$ cat config.mk
export PLATFORM = sky130hd
export DESIGN_NAME = taylor_sine_cosine_core_flat
export DESIGN_NICKNAME = d
export VERILOG_FILES = /design/src/sv/tsc_pkg.sv /design/src/sv/tsc_if.sv /design/src/sv/tsc_term_unit.sv /design/src/sv/taylor_sine_cosine_core.sv /design/src/flat_wrapper.sv
export VERILOG_INCLUDE_DIRS = /design/src /design/src/sv
export SDC_FILE = /design/constraint.sdc
export NUM_CORES = 1
export LEC_CHECK = 0
export BUFFER_PORTS_ARGS = -buffer_cell sky130_fd_sc_hd__buf_2
export CAP_MARGIN = 10
export CORE_ASPECT_RATIO = 1.4
export CORE_MARGIN = 2
export CORE_UTILIZATION = 52
export CTS_CLUSTER_SIZE = 16
export DETAILED_ROUTE_END_ITERATION = 10
export PLACE_DENSITY = 0.74
export SETUP_SLACK_MARGIN = 0.1
export SLEW_MARGIN = 20
export SYNTH_ARGS = -nofsm -noshare
export SYNTH_HDL_FRONTEND = slang
export SYNTH_SLANG_ARGS = --single-unit
$ cat constraint.sdc
create_clock -name i_clk -period 8.2 [get_ports i_clk]
set_clock_uncertainty 0.2 [all_clocks]
set_input_delay 0.82 -clock i_clk [delete_from_list [all_inputs] [get_ports i_clk]]
set_output_delay 0.82 -clock i_clk [all_outputs]
set_load 0.01 [all_outputs]
$ cat src/sv/taylor_sine_cosine_core_macros.svh
// Assertion macros for the Taylor sine/cosine core.
// Included by the top level; depends on nothing else.
`ifndef TAYLOR_SINE_COSINE_CORE_MACROS_SVH
`define TAYLOR_SINE_COSINE_CORE_MACROS_SVH
`ifndef SYNTHESIS
`define TSC_ASSERT_IMPL(lbl, clk, rst_n, ante, cons) \
    lbl: assert property (@(posedge clk) disable iff (!rst_n) (ante) |-> (cons)) \
        else $error("tsc assertion failed");
`define TSC_ASSERT_NEXT(lbl, clk, rst_n, ante, cons) \
    lbl: assert property (@(posedge clk) disable iff (!rst_n) (ante) |=> (cons)) \
        else $error("tsc assertion failed");
`else
`define TSC_ASSERT_IMPL(lbl, clk, rst_n, ante, cons)
`define TSC_ASSERT_NEXT(lbl, clk, rst_n, ante, cons)
`endif
`endif

$ cat src/sv/tsc_pkg.sv
// Shared types and constants of the Taylor sine/cosine core.
// No dependencies.
`timescale 1ns / 1ps
package tsc_pkg;
    localparam int ANGLE_W  = 16;
    localparam int MAG_W    = 16;
    localparam int RES_W    = 32;
    localparam int TC_W     = 3;
    localparam int TERM_W   = 49;   // term magnitude, Q.32, capped at 2^48
    localparam int PROD_W   = TERM_W + MAG_W;
    localparam int ACC_W    = 54;   // signed Q.32 sums
    localparam int ACC_FRAC = 32;
    localparam logic [TC_W-1:0] TC_RESET = 3'd4;

    typedef enum logic [2:0] {
        S_IDLE,
        S_START,
        S_WAIT,
        S_ACC,
        S_FIN
    } t_state;

    typedef enum logic [2:0] {
        TU_IDLE,
        TU_MUL,
        TU_ALIGN,
        TU_DIV,
        TU_DONE
    } t_tu_state;

    typedef struct packed {
        logic busy;
        logic done;
    } t_tu_status;
endpackage

$ cat src/sv/tsc_if.sv
// Handshake channels of the Taylor sine/cosine core: angle, result, config.
// Depends on tsc_pkg.
`timescale 1ns / 1ps
interface tsc_angle_if;
    logic                               valid;
    logic                               ready;
    logic signed [tsc_pkg::ANGLE_W-1:0] angle;
    modport source (output valid, output angle, input ready);
    modport sink   (input valid, input angle, output ready);
endinterface

interface tsc_result_if;
    logic                             valid;
    logic                             ready;
    logic signed [tsc_pkg::RES_W-1:0] sine_value;
    logic signed [tsc_pkg::RES_W-1:0] cosine_value;
    logic                             overflow;
    modport source (output valid, output sine_value, output cosine_value,
                    output overflow, input ready);
    modport sink   (input valid, input sine_value, input cosine_value,
                    input overflow, output ready);
endinterface

interface tsc_cfg_if;
    logic                        valid;
    logic                        ready;
    logic [tsc_pkg::TC_W-1:0]    term_count;
    modport source (output valid, output term_count, input ready);
    modport sink   (input valid, input term_count, output ready);
endinterface

$ cat src/sv/tsc_term_unit.sv
// Bit-serial term step: floor(term * mag / (div << AFB)).
// Shift-add multiply, one multiplier bit a cycle, then restoring division,
// one quotient bit a cycle. Depends on tsc_pkg.
`timescale 1ns / 1ps
module tsc_term_unit #(
    parameter int P_W = 4,
    parameter int AFB = 12
) (
    input  logic                                i_clk,
    input  logic                                i_rst_n,
    input  logic                                i_start,
    input  logic [tsc_pkg::TERM_W-1:0]          i_term,
    input  logic [tsc_pkg::MAG_W-1:0]           i_mag,
    input  logic [P_W-1:0]                      i_div,
    output tsc_pkg::t_tu_status                 o_status,
    output logic [tsc_pkg::PROD_W-AFB-1:0]      o_quot
);
    import tsc_pkg::*;

    localparam int DIV_W = PROD_W - AFB;
    localparam int CNT_W = $clog2(DIV_W + 1);

    t_tu_state           r_phase, n_phase;
    logic [PROD_W-1:0]   r_mcand;
    logic [PROD_W-1:0]   r_acc;
    logic [MAG_W-1:0]    r_mplier;
    logic [DIV_W-1:0]    r_quo;
    logic [P_W-1:0]      r_rem;
    logic [P_W-1:0]      r_div;
    logic [CNT_W-1:0]    r_cnt;
    logic [P_W:0]        trial;
    logic [P_W:0]        diff;
    logic                ge;

    assign trial = {r_rem, r_quo[DIV_W-1]};
    assign diff  = trial - {1'b0, r_div};
    assign ge    = trial >= {1'b0, r_div};

    always_comb begin
        n_phase = r_phase;
        unique case (r_phase)
            TU_IDLE:  if (i_start) n_phase = TU_MUL;
            TU_MUL:   if (r_cnt == CNT_W'(MAG_W - 1)) n_phase = TU_ALIGN;
            TU_ALIGN: n_phase = TU_DIV;
            TU_DIV:   if (r_cnt == CNT_W'(DIV_W - 1)) n_phase = TU_DONE;
            TU_DONE:  n_phase = TU_IDLE;
            default:  n_phase = TU_IDLE;
        endcase
    end

    always_comb begin
        o_status.busy = (r_phase != TU_IDLE);
        o_status.done = (r_phase == TU_DONE);
        o_quot        = r_quo;
    end

    always_ff @(posedge i_clk) begin
        if (!i_rst_n) begin
            r_phase <= TU_IDLE;
        end else begin
            r_phase <= n_phase;
        end
    end

    always_ff @(posedge i_clk) begin
        case (r_phase)
            TU_IDLE: begin
                if (i_start) begin
                    r_mcand  <= PROD_W'(i_term);
                    r_mplier <= i_mag;
                    r_acc    <= '0;
                    r_div    <= i_div;
                    r_cnt    <= '0;
                end
            end
            TU_MUL: begin
                if (r_mplier[0]) begin
                    r_acc <= r_acc + r_mcand;
                end
                r_mcand  <= r_mcand << 1;
                r_mplier <= r_mplier >> 1;
                r_cnt    <= r_cnt + 1'b1;
            end
            TU_ALIGN: begin
                r_quo <= r_acc[PROD_W-1:AFB];
                r_rem <= '0;
                r_cnt <= '0;
            end
            TU_DIV: begin
                r_rem <= ge ? diff[P_W-1:0] : trial[P_W-1:0];
                r_quo <= {r_quo[DIV_W-2:0], ge};
                r_cnt <= r_cnt + 1'b1;
            end
            default: begin
            end
        endcase
    end
endmodule

$ cat src/sv/taylor_sine_cosine_core.sv
// Taylor sine/cosine core: takes a signed Q3.12 angle and returns truncated
// series sine and cosine in signed Q15.16, saturated, with an overflow flag.
// Terms are built one power at a time on a bit-serial multiply/divide unit:
// each power runs a shift-add multiply, an alignment step and a restoring
// division, then is accumulated; with n the clamped term count, 2n - 1 powers run.
// A new angle is accepted as soon as the previous result is placed in the
// output register. Depends on tsc_pkg, tsc_if, tsc_term_unit and the macros.
`timescale 1ns / 1ps
`include "taylor_sine_cosine_core_macros.svh"
module taylor_sine_cosine_core #(
    parameter int MAX_TERMS       = 6,
    parameter int ANGLE_FRAC_BITS = 12
) (
    input  logic        i_clk,
    input  logic        i_rst_n,
    tsc_angle_if.sink   i_angle,
    tsc_cfg_if.sink     i_cfg,
    tsc_result_if.source o_result
);
    import tsc_pkg::*;

    localparam int P_W   = $clog2(2 * MAX_TERMS);
    localparam int DIV_W = PROD_W - ANGLE_FRAC_BITS;
    localparam int SH_W  = ACC_W - 16;
    localparam logic [DIV_W-1:0] TERM_CAP = DIV_W'(1) << 48;

    t_state               r_state, n_state;
    logic [TC_W-1:0]      r_term_count;
    logic                 r_neg;
    logic [MAG_W-1:0]     r_mag;
    logic [TERM_W-1:0]    r_m;
    logic [P_W-1:0]       r_p;
    logic [P_W-1:0]       r_last;
    logic signed [ACC_W-1:0] r_s_acc;
    logic signed [ACC_W-1:0] r_c_acc;
    logic                 r_sat;
    logic                 r_out_valid;
    logic signed [RES_W-1:0] r_sine;
    logic signed [RES_W-1:0] r_cosine;
    logic                 r_overflow;

    t_tu_status           tu_status;
    logic [DIV_W-1:0]     tu_quot;
    logic                 tu_start;
    logic                 in_take;
    logic                 out_load;
    logic [P_W-1:0]       n_clamped;
    logic                 cap_hit;
    logic [TERM_W-1:0]    term_capped;
    logic signed [ACC_W-1:0] term_val;
    logic                 p_bit1;
    logic [MAG_W-1:0]     in_mag;
    logic [RES_W-1:0]     sine_sat;
    logic [RES_W-1:0]     cosine_sat;
    logic                 sine_ovf;
    logic                 cosine_ovf;

    function automatic logic [RES_W:0] round_sat(input logic signed [ACC_W-1:0] v);
        logic signed [ACC_W-1:0] r;
        logic signed [SH_W-1:0]  sh;
        logic [RES_W:0]          res;
        r  = v + ACC_W'(32768);
        sh = SH_W'(r >>> 16);
        if (sh > SH_W'(64'sh7FFF_FFFF)) begin
            res = {1'b1, 32'h7FFF_FFFF};
        end else if (sh < -SH_W'(64'sh8000_0000)) begin
            res = {1'b1, 32'h8000_0000};
        end else begin
            res = {1'b0, sh[RES_W-1:0]};
        end
        return res;
    endfunction

    tsc_term_unit #(
        .P_W (P_W),
        .AFB (ANGLE_FRAC_BITS)
    ) u_term (
        .i_clk    (i_clk),
        .i_rst_n  (i_rst_n),
        .i_start  (tu_start),
        .i_term   (r_m),
        .i_mag    (r_mag),
        .i_div    (r_p),
        .o_status (tu_status),
        .o_quot   (tu_quot)
    );

    // Term count of zero acts as one; counts above MAX_TERMS act as MAX_TERMS.
    always_comb begin
        if (r_term_count == '0) begin
            n_clamped = P_W'(1);
        end else if (32'(r_term_count) > MAX_TERMS) begin
            n_clamped = P_W'(MAX_TERMS);
        end else begin
            n_clamped = P_W'(r_term_count);
        end
    end

    assign in_mag      = i_angle.angle[ANGLE_W-1] ? MAG_W'(-i_angle.angle)
                                                  : MAG_W'(i_angle.angle);
    assign cap_hit     = tu_quot > TERM_CAP;
    assign term_capped = cap_hit ? TERM_W'(TERM_CAP) : tu_quot[TERM_W-1:0];
    assign term_val    = ACC_W'(term_capped);
    assign p_bit1      = ((32'(r_p) >> 1) & 32'd1) != 32'd0;
    assign {sine_ovf, sine_sat}     = round_sat(r_s_acc);
    assign {cosine_ovf, cosine_sat} = round_sat(r_c_acc);

    always_comb begin
        n_state = r_state;
        unique case (r_state)
            S_IDLE:  if (i_angle.valid) n_state = S_START;
            S_START: n_state = S_WAIT;
            S_WAIT:  if (tu_status.done) n_state = S_ACC;
            S_ACC:   n_state = (r_p == r_last) ? S_FIN : S_START;
            S_FIN:   if (!r_out_valid || o_result.ready) n_state = S_IDLE;
            default: n_state = S_IDLE;
        endcase
    end

    always_comb begin
        i_angle.ready = (r_state == S_IDLE);
        tu_start      = (r_state == S_START);
        out_load      = (r_state == S_FIN) && (!r_out_valid || o_result.ready);
        in_take       = i_angle.valid && (r_state == S_IDLE);
        i_cfg.ready   = 1'b1;
        o_result.valid        = r_out_valid;
        o_result.sine_value   = r_sine;
        o_result.cosine_value = r_cosine;
        o_result.overflow     = r_overflow;
    end

    always_ff @(posedge i_clk) begin
        if (!i_rst_n) begin
            r_state      <= S_IDLE;
            r_term_count <= TC_RESET;
            r_out_valid  <= 1'b0;
        end else begin
            r_state <= n_state;
            if (i_cfg.valid) begin
                r_term_count <= i_cfg.term_count;
            end
            if (out_load) begin
                r_out_valid <= 1'b1;
            end else if (o_result.ready) begin
                r_out_valid <= 1'b0;
            end
        end
    end

    always_ff @(posedge i_clk) begin
        if (in_take) begin
            r_neg   <= i_angle.angle[ANGLE_W-1];
            r_mag   <= in_mag;
            r_m     <= TERM_W'(1) << ACC_FRAC;
            r_p     <= P_W'(1);
            r_last  <= P_W'((n_clamped << 1) - 1'b1);
            r_s_acc <= '0;
            r_c_acc <= ACC_W'(1) <<< ACC_FRAC;
            r_sat   <= 1'b0;
        end
        if (r_state == S_ACC) begin
            r_m <= term_capped;
            if (cap_hit) begin
                r_sat <= 1'b1;
            end
            // Odd powers feed the sine, even powers the cosine.
            if (r_p[0]) begin
                r_s_acc <= (r_neg ^ p_bit1) ? r_s_acc - term_val : r_s_acc + term_val;
            end else begin
                r_c_acc <= p_bit1 ? r_c_acc - term_val : r_c_acc + term_val;
            end
            if (r_p != r_last) begin
                r_p <= r_p + 1'b1;
            end
        end
        if (out_load) begin
            r_sine     <= sine_sat;
            r_cosine   <= cosine_sat;
            r_overflow <= r_sat | sine_ovf | cosine_ovf;
        end
    end

    `TSC_ASSERT_IMPL(a_unit_idle_outside_item, i_clk, i_rst_n, r_state == S_IDLE, !tu_status.busy)
    `TSC_ASSERT_IMPL(a_power_within_last, i_clk, i_rst_n, r_state != S_IDLE, r_p <= r_last)
    `TSC_ASSERT_NEXT(a_start_launches_unit, i_clk, i_rst_n, tu_start, tu_status.busy)
endmodule
$ cat src/flat_wrapper.sv
// flat-port wrapper written by rule: the top's interface ports become plain ports
module taylor_sine_cosine_core_flat import tsc_pkg::*;
#(
    parameter int MAX_TERMS       = 6,
    parameter int ANGLE_FRAC_BITS = 12
)
  (i_clk, i_rst_n, i_angle_valid, i_angle_angle, i_angle_ready, i_cfg_valid, i_cfg_term_count, i_cfg_ready, o_result_valid, o_result_sine_value, o_result_cosine_value, o_result_overflow, o_result_ready);
  tsc_angle_if i_angle_i ();
  tsc_cfg_if i_cfg_i ();
  tsc_result_if o_result_i ();
  input  logic i_clk;
  input  logic i_rst_n;
  input wire logic [$bits(i_angle_i.valid)-1:0] i_angle_valid;
  input wire logic [$bits(i_angle_i.angle)-1:0] i_angle_angle;
  output wire logic [$bits(i_angle_i.ready)-1:0] i_angle_ready;
  input wire logic [$bits(i_cfg_i.valid)-1:0] i_cfg_valid;
  input wire logic [$bits(i_cfg_i.term_count)-1:0] i_cfg_term_count;
  output wire logic [$bits(i_cfg_i.ready)-1:0] i_cfg_ready;
  output wire logic [$bits(o_result_i.valid)-1:0] o_result_valid;
  output wire logic [$bits(o_result_i.sine_value)-1:0] o_result_sine_value;
  output wire logic [$bits(o_result_i.cosine_value)-1:0] o_result_cosine_value;
  output wire logic [$bits(o_result_i.overflow)-1:0] o_result_overflow;
  input wire logic [$bits(o_result_i.ready)-1:0] o_result_ready;
  assign i_angle_i.valid = i_angle_valid;
  assign i_angle_i.angle = i_angle_angle;
  assign i_angle_ready = i_angle_i.ready;
  assign i_cfg_i.valid = i_cfg_valid;
  assign i_cfg_i.term_count = i_cfg_term_count;
  assign i_cfg_ready = i_cfg_i.ready;
  assign o_result_valid = o_result_i.valid;
  assign o_result_sine_value = o_result_i.sine_value;
  assign o_result_cosine_value = o_result_i.cosine_value;
  assign o_result_overflow = o_result_i.overflow;
  assign o_result_i.ready = o_result_ready;
  taylor_sine_cosine_core #(.MAX_TERMS(MAX_TERMS), .ANGLE_FRAC_BITS(ANGLE_FRAC_BITS)) u_core (.i_clk(i_clk), .i_rst_n(i_rst_n), .i_angle(i_angle_i), .i_cfg(i_cfg_i), .o_result(o_result_i));
endmodule
==> impl_metrics.toml, run 1 <==
[finish]
instances_no_fill = 4257
num-nets-final = 3670
drive_above_1_share_pct = 8.54
syn_to_final_growth_pct = 8.99
n_antenna_cell = 0

[yosys]
synth.net_count = 3674
synth_edf_count = 347
yosysWarnings = 0
synth_most_common_cell = "nand2_1"
synthesis.area_sq_um = 31200
synth_commonest_cells = "nand2_1 (521), edfxtp_1 (347), nor2_1 (296)"
syn_avg_cell_area_sq_um = 9.00
ys_ff_latch = 470
ys_seq_area_share_pct = 41.3
yosys-top-cells-area = "edfxtp_1 (33%), dfxtp_1 (7.9%), ha_1 (7.3%)"
synth_ff_type = "edfxtp_1"
synth_area_leader_cell = "edfxtp_1"
synth_cells = 3464
synth.distinct_cells = 84
synth_top_area_share_pct = 33.4
synth-async-reset-ratio_pct = 0

[floorplan]
die_w_um = 211
initial_utilization_pct = 52.4
die_h_um = 294
io_pins = 92
core.rowCount = 106
dieArea_sq_um = 62000
core_area_sq_um = 59500

[critical_path]
crit_top_cell = "nand2_1"
critPathSlowestCell = "or4b_2"
critPathCaptureType = "register"
start_kind = "register"
path_class = "reg -> reg"
path_max_fanout = 35
arrival_ps = 7920
slowest_delay_ps = 640
path_cells = "or4_4 > or4_4 > or3_4 > nor4_4 > a31o_4 > nand2_1 > ha_1 > o21a_1 > nand2_1 > nand2_1 > xnor2_1 > ha_1 > nand2_1 > nor2_1 > nand3_1 > a311oi_1 > nor3_1 > o21ai_0 > a21oi_1 > o21ai_0 > a21oi_1 > or4b_2 > nand3_1"
critPathRequiredTime_ps = 8570

[route]
drt-pass1-iter-count = 7
drc = 0
detail_route.wl_per_cell_um = 19.8
drtIter0Drc = 1841
ant_nets = 0
via_per_inst = 6.09
vias = 25900
wl_um = 84200

[timing]
post-route-min-period_ps = 7560
max_freq_mhz = 132
finalCritPeriodShare_pct = 92.1
drv_slew = 0
worst_slew_pin_slew_ps = 1120
worst_slack_ps = 645
rsz0062_at_grt = "false"
relSlewSlack_pct = 25.1
tns_ps = 0
hold_viol_final = 0
setup_viol = 0

[grt]
grt.total_usage_pct = 26.8
antenna_found_initial = 0
grt_max_degree = 89
globalRoute.totalOverflow = 0
grt_first_pass_wirelength_um = 133000
grt_pass1_vias = 25100

[cts]
path_clk_slew_ps = 70
hold_buffers = 0
tritoncts = "yes"
h-tree-depth = 2
cts-resized-gates = 0
cts_made_buffers = 49
post_cts_buffers = 0
ctsLongestPathBuffers = 3
clockRootBuffer = "clkbuf_16"
insertion_delay_ps = 630
cts.sinks = 470

[power_and_ir_drop]
totalPowerFinal_mw = 7.70
vdd_drop_max_v = 0.000158
power.leakage_nw = 13.6
powerDensity_nw_per_um2 = 227

[placement]
finalWeightedCongestion = 0.971
dp_hpwl_um = 61600
io_buffers = 90
placed_cells = 4165
place_ws_ps = 765

[hold_path]
hold_class = "in -> reg"

[run]
cap_viol_max_count = 0

[outcome]
status = "finished, final reports clean"
-- registers in the layout, summed over array words and instances, names as in the netlist, 6 cells and up --
register                      cells
u_core.o_result.cosine_value     32
u_core.r_mag                     16
u_core.u_term.o_quot             53
u_core.u_term.r_cnt               6
u_core.r_m                       49
u_core.r_c_acc                   54
u_core.u_term.r_mplier           16
u_core.r_s_acc                   54
u_core.u_term.r_mcand            65
u_core.o_result.sine_value       32
u_core.u_term.r_acc              65
-- path summary, 6_finish.rpt --
check	startpoint	endpoint	slack, ps	cells past startpoint
hold / removal	i_cfg_term_count[2]	u_core.r_term_count[2]	240	3
setup reg to reg	u_core.u_term.o_quot[9]	u_core.r_s_acc[46]	640	23
setup / recovery	u_core.u_term.o_quot[9]	u_core.r_s_acc[46]	640	23
hold reg to reg	u_core.r_c_acc[0]	u_core.r_c_acc[0]	260	2
-- per-stage QoR --
stage	utilization, %	cell area, sq um	hold WS, ps
floorplan	-	31200	225
global placement	54.1	32200	239
detailed placement	54.1	32200	250
CTS	57.1	34000	212
global route	57.1	34000	241
finish	57.1	34000	242
-- layer usage --
layer	global-route usage [%]	up-vias	wire [um]
met3	3.52	269	4370
met4	14.4	0	4720
met1	31.3	12200	33400
met2	47.6	812	41700
li1	-	12600	-
met5	0	-	0
-- final cells by class --
cell class	instances	area (sq um)
clock buffers	68	1400
clock inverters	24	348
fillers	5236	25600
inverters	61	229
multi-input cells	2753	17500
flip-flops and latches	470	12900
well taps	756	946
repair buffers	125	713
-- power breakdown --
part           switching [mW]  total [mW]  internal, mW
Combinational            1.37        2.29         0.917
Clock                    1.02        2.45          1.43
Sequential              0.146        2.96          2.82
-- critical path, delay by kind of cell (launching register included) --
kind            cells  cell delay [ps]
xor+xnor            1              170
fa+ha+maj           2              840
compound gates      7             2270
simple gates       13             3500
flops               1              500
-- cells in the final DEF, fill, tap and decap left out, types with 27 or more instances in the layout --
cell       instances
nor4_1            27
nand3_1           72
o21a_1            31
buf_2             90
and3_1            86
mux2_2            52
o21bai_1          31
nor2_1           291
a21oi_1          233
clkbuf_16         52
nor3_1            61
dfxtp_1          122
xnor2_1          141
buf_4             35
edfxtp_1         347
nand2_1          519
xor2_1           154
a31oi_1           40
nand4_1           42
and2_1            37
ha_1             182
o31ai_1           40
a22o_1            45
a21o_1            99
nand2b_1          34
o21ai_0          262
nor2b_1           35
inv_1             60
-- cells by family (layout without fill, tap and decap cells) --
family          Yosys count  count (layout)  share of synthesized area, %
simple gates           1280            1280                          18.9
compound gates          933             933                          18.9
flops                   470             470                          41.3
xor+xnor                297             297                          8.34
buf+inv                 241             278                          2.97
fa+ha+maj               186             186                          7.56
mux                      56              56                          2.01
other cells               1               1                        0.0120
Note: power is estimated with default switching activity, not from simulation.
==> run 2, diff against run 1 <==
--- a/config.mk
+++ b/config.mk
@@ -6,13 +6,16 @@
 export SDC_FILE = /design/constraint.sdc
 export NUM_CORES = 1
 export LEC_CHECK = 0
+export ABC_AREA = 1
 export BUFFER_PORTS_ARGS = -buffer_cell sky130_fd_sc_hd__buf_2
 export CAP_MARGIN = 10
 export CORE_ASPECT_RATIO = 1.4
 export CORE_MARGIN = 2
 export CORE_UTILIZATION = 52
+export CTS_CLUSTER_DIAMETER = 100
 export CTS_CLUSTER_SIZE = 16
 export DETAILED_ROUTE_END_ITERATION = 10
+export MAX_ROUTING_LAYER = met4
 export PLACE_DENSITY = 0.74
 export SETUP_SLACK_MARGIN = 0.1
 export SLEW_MARGIN = 20
==> run 2 against run 1 <==
  * Via count is 24% higher
  * Synthesized cell count increased by 35%
  * Highest routed layer unchanged
  * Count of clock-buffer cells in the layout decreased by 8
  * Critical endpoint is now u_core.r_c_acc[29]
==> impl_metrics.toml, run 2 <==
[floorplan]
core_area_sq_um = 64300
die_h_um = 306
initial_utilization_pct = 52.6
io_pins = 92
die_w_um = 220
dieArea_sq_um = 67100
core.rowCount = 110

[route]
wl_um = 116000
vias = 32300
drt-pass1-iter-count = 6
detail_route.wl_per_cell_um = 20.7
drtIter0Drc = 2930
ant_nets = 0
via_per_inst = 5.79
drc = 0

[yosys]
synthesis.area_sq_um = 33800
synth_fa_ha_area_share_pct = 6.97
synth_area_leader_cell = "edfxtp_1"
ys_seq_area_share_pct = 38.1
synth_ff_type = "edfxtp_1"
synth_top_area_share_pct = 30.8
synth_commonest_cells = "nand2_1 (1177), inv_1 (580), nor2_1 (542)"
yosysWarnings = 0
synth.net_count = 4880
synth_cells = 4670
synth.distinct_cells = 69
yosys-top-cells-area = "edfxtp_1 (31%), nand2_1 (13%), dfxtp_1 (7.3%)"
synth_top_family_by_area = "simple AND/OR/NAND/NOR gates"
synth_xor_area_share_pct = 2.87
ys_ff_latch = 470
yosys.area_share.simple_pct = 26.4
syn_avg_cell_area_sq_um = 7.24
muxShareOfSynthArea_pct = 0.0296
synth-async-reset-ratio_pct = 0
synth_most_common_cell = "nand2_1"
synth_compound_area_share_pct = 17.6
synth_edf_count = 347

[cts]
post_cts_buffers = 0
clockRootBuffer = "clkbuf_16"
cts.sinks = 470
cts-resized-gates = 0
cts_made_buffers = 35
path_clk_slew_ps = 80
insertion_delay_ps = 600
tritoncts = "yes"
h-tree-depth = 2
hold_buffers = 0
ctsLongestPathBuffers = 3

[power_and_ir_drop]
power.leakage_nw = 16.3
totalPowerFinal_mw = 15.6
vdd_drop_max_v = 0.000351
powerDensity_nw_per_um2 = 432

[timing]
finalCritPeriodShare_pct = 84.2
max_freq_mhz = 145
rsz0062_at_grt = "false"
hold_viol_final = 0
post-route-min-period_ps = 6900
relSlewSlack_pct = 27.3
drv_slew = 0
worst_slew_pin_slew_ps = 1080
tns_ps = 0
setup_viol = 0
whs_ps = 227

[finish]
final_util_pct = 56.2
mostFrequentLayoutCells = "nand2_1 (1173), inv_1 (579), nor2_1 (539), o21ai_0 (443), edfxtp_1 (347)"
layout_commonest_cell = "nand2_1"
reg_top3 = "u_core.u_term.r_acc: 65 flops, u_core.u_term.r_mcand: 65 flops"
n_antenna_cell = 0
syn_to_final_growth_pct = 6.71
num-nets-final = 4919
instances_no_fill = 5576
drive_above_1_share_pct = 5.53

[critical_path]
start_kind = "register"
r2r_end = "u_core.r_c_acc[29]"
path_max_fanout = 54
r2r_slack_ps = 1300
r2r_start = "u_core.u_term.o_quot[52]"
critPathRequiredTime_ps = 8460
arrival_ps = 7170
critPathCaptureType = "register"
r2r_cells = 24
path_class = "reg -> reg"

[outcome]
status = "finished, final reports clean"

[grt]
grt.total_usage_pct = 35.1
globalRoute.totalOverflow = 0
grt_first_pass_wirelength_um = 175000
grt_pass1_vias = 31000
antenna_found_initial = 1
grt_max_degree = 81

[hold_path]
whs_endpoint = "u_core.r_term_count[2]"
hold_depth = 3
hold_path.startpoint = "i_cfg_term_count[2]"
hold_class = "in -> reg"

[placement]
io_buffers = 90
dp_hpwl_um = 91000
finalWeightedCongestion = 1.05
placed_cells = 5512

[run]
cap_viol_max_count = 0
==> run 2: worst max-delay path by stage <==
stage / startpoint / end / slack, ps / cells after the start
2_1_floorplan: o_result_ready / u_core.o_result.cosine_value[0] / 340 / 2
5_1_grt: u_core.u_term.o_quot[52] / u_core.r_c_acc[39] / 1140 / 23
4_1_cts: u_core.u_term.o_quot[52] / u_core.r_c_acc[39] / 1490 / 23
3_3_place_gp: u_core.u_term.o_quot[52] / u_core.r_c_acc[39] / 1550 / 23
6_report: u_core.u_term.o_quot[52] / u_core.r_c_acc[29] / 1300 / 24
3_5_place_dp: u_core.u_term.o_quot[52] / u_core.r_c_acc[39] / 1500 / 23
==> run 2: cell type report <==
cell class / count / area, sq um
Clock buffer: 60 / 991
Clock inverter: 4 / 38.8
Fill cell: 6175 / 28200
Inverter: 591 / 2220
Multi-Input combinational cell: 3496 / 18300
Sequential cell: 470 / 12900
Tap cell: 840 / 1050
Timing Repair Buffer: 115 / 638
==> run 2: critical path: stages (launching register included) <==
cell and delay, ps:
edfxtp_1 410, nor2_1 410, nand3_1 500, nand2_4 640, inv_2 330, nor2_1 280
inv_1 100, ha_1 250, nand2_1 150, nor2_2 80, nand2_4 110, nor2_4 90
xor2_1 170, o21ai_0 670, ha_1 440, a21oi_1 160, inv_1 70, a31oi_1 130
o21ai_0 100, a21oi_1 340, o21ai_0 310, a21oi_1 330, inv_1 90, o21ai_0 260
o21ai_0 130
==> run 2: cell families after synthesis <==
logic type,Yosys count
compound gates,1064
xor+xnor,111
fa+ha+maj,186
buf+inv,704
flops,470
mux,1
other cells,1
simple gates,2133
==> run 2: power breakdown <==
group          switching (mW)  internal (mW)
Combinational            6.93           2.84
Clock                   0.906          0.834
Sequential              0.529           3.54
Total                    8.37           7.21
==> run 2: per-layer routing <==
metal  vias up  part of all wire, %  GRT usage [%]
li1      15800                    -              -
met1     14900                   38           39.1
met2      1185                   49           59.4
met3       396                  5.2           3.87
met4         0                  7.9           22.9
met5         -                    0              -
==> run 2: per-stage QoR <==
step | worst slack [ps] | area (sq um)
2_1_floorplan | 335 | 33800
3_3_place_gp | 1550 | 35100
3_5_place_dp | 1500 | 35100
4_1_cts | 1490 | 36100
5_1_grt | 1140 | 36100
6_report | 1300 | 36100
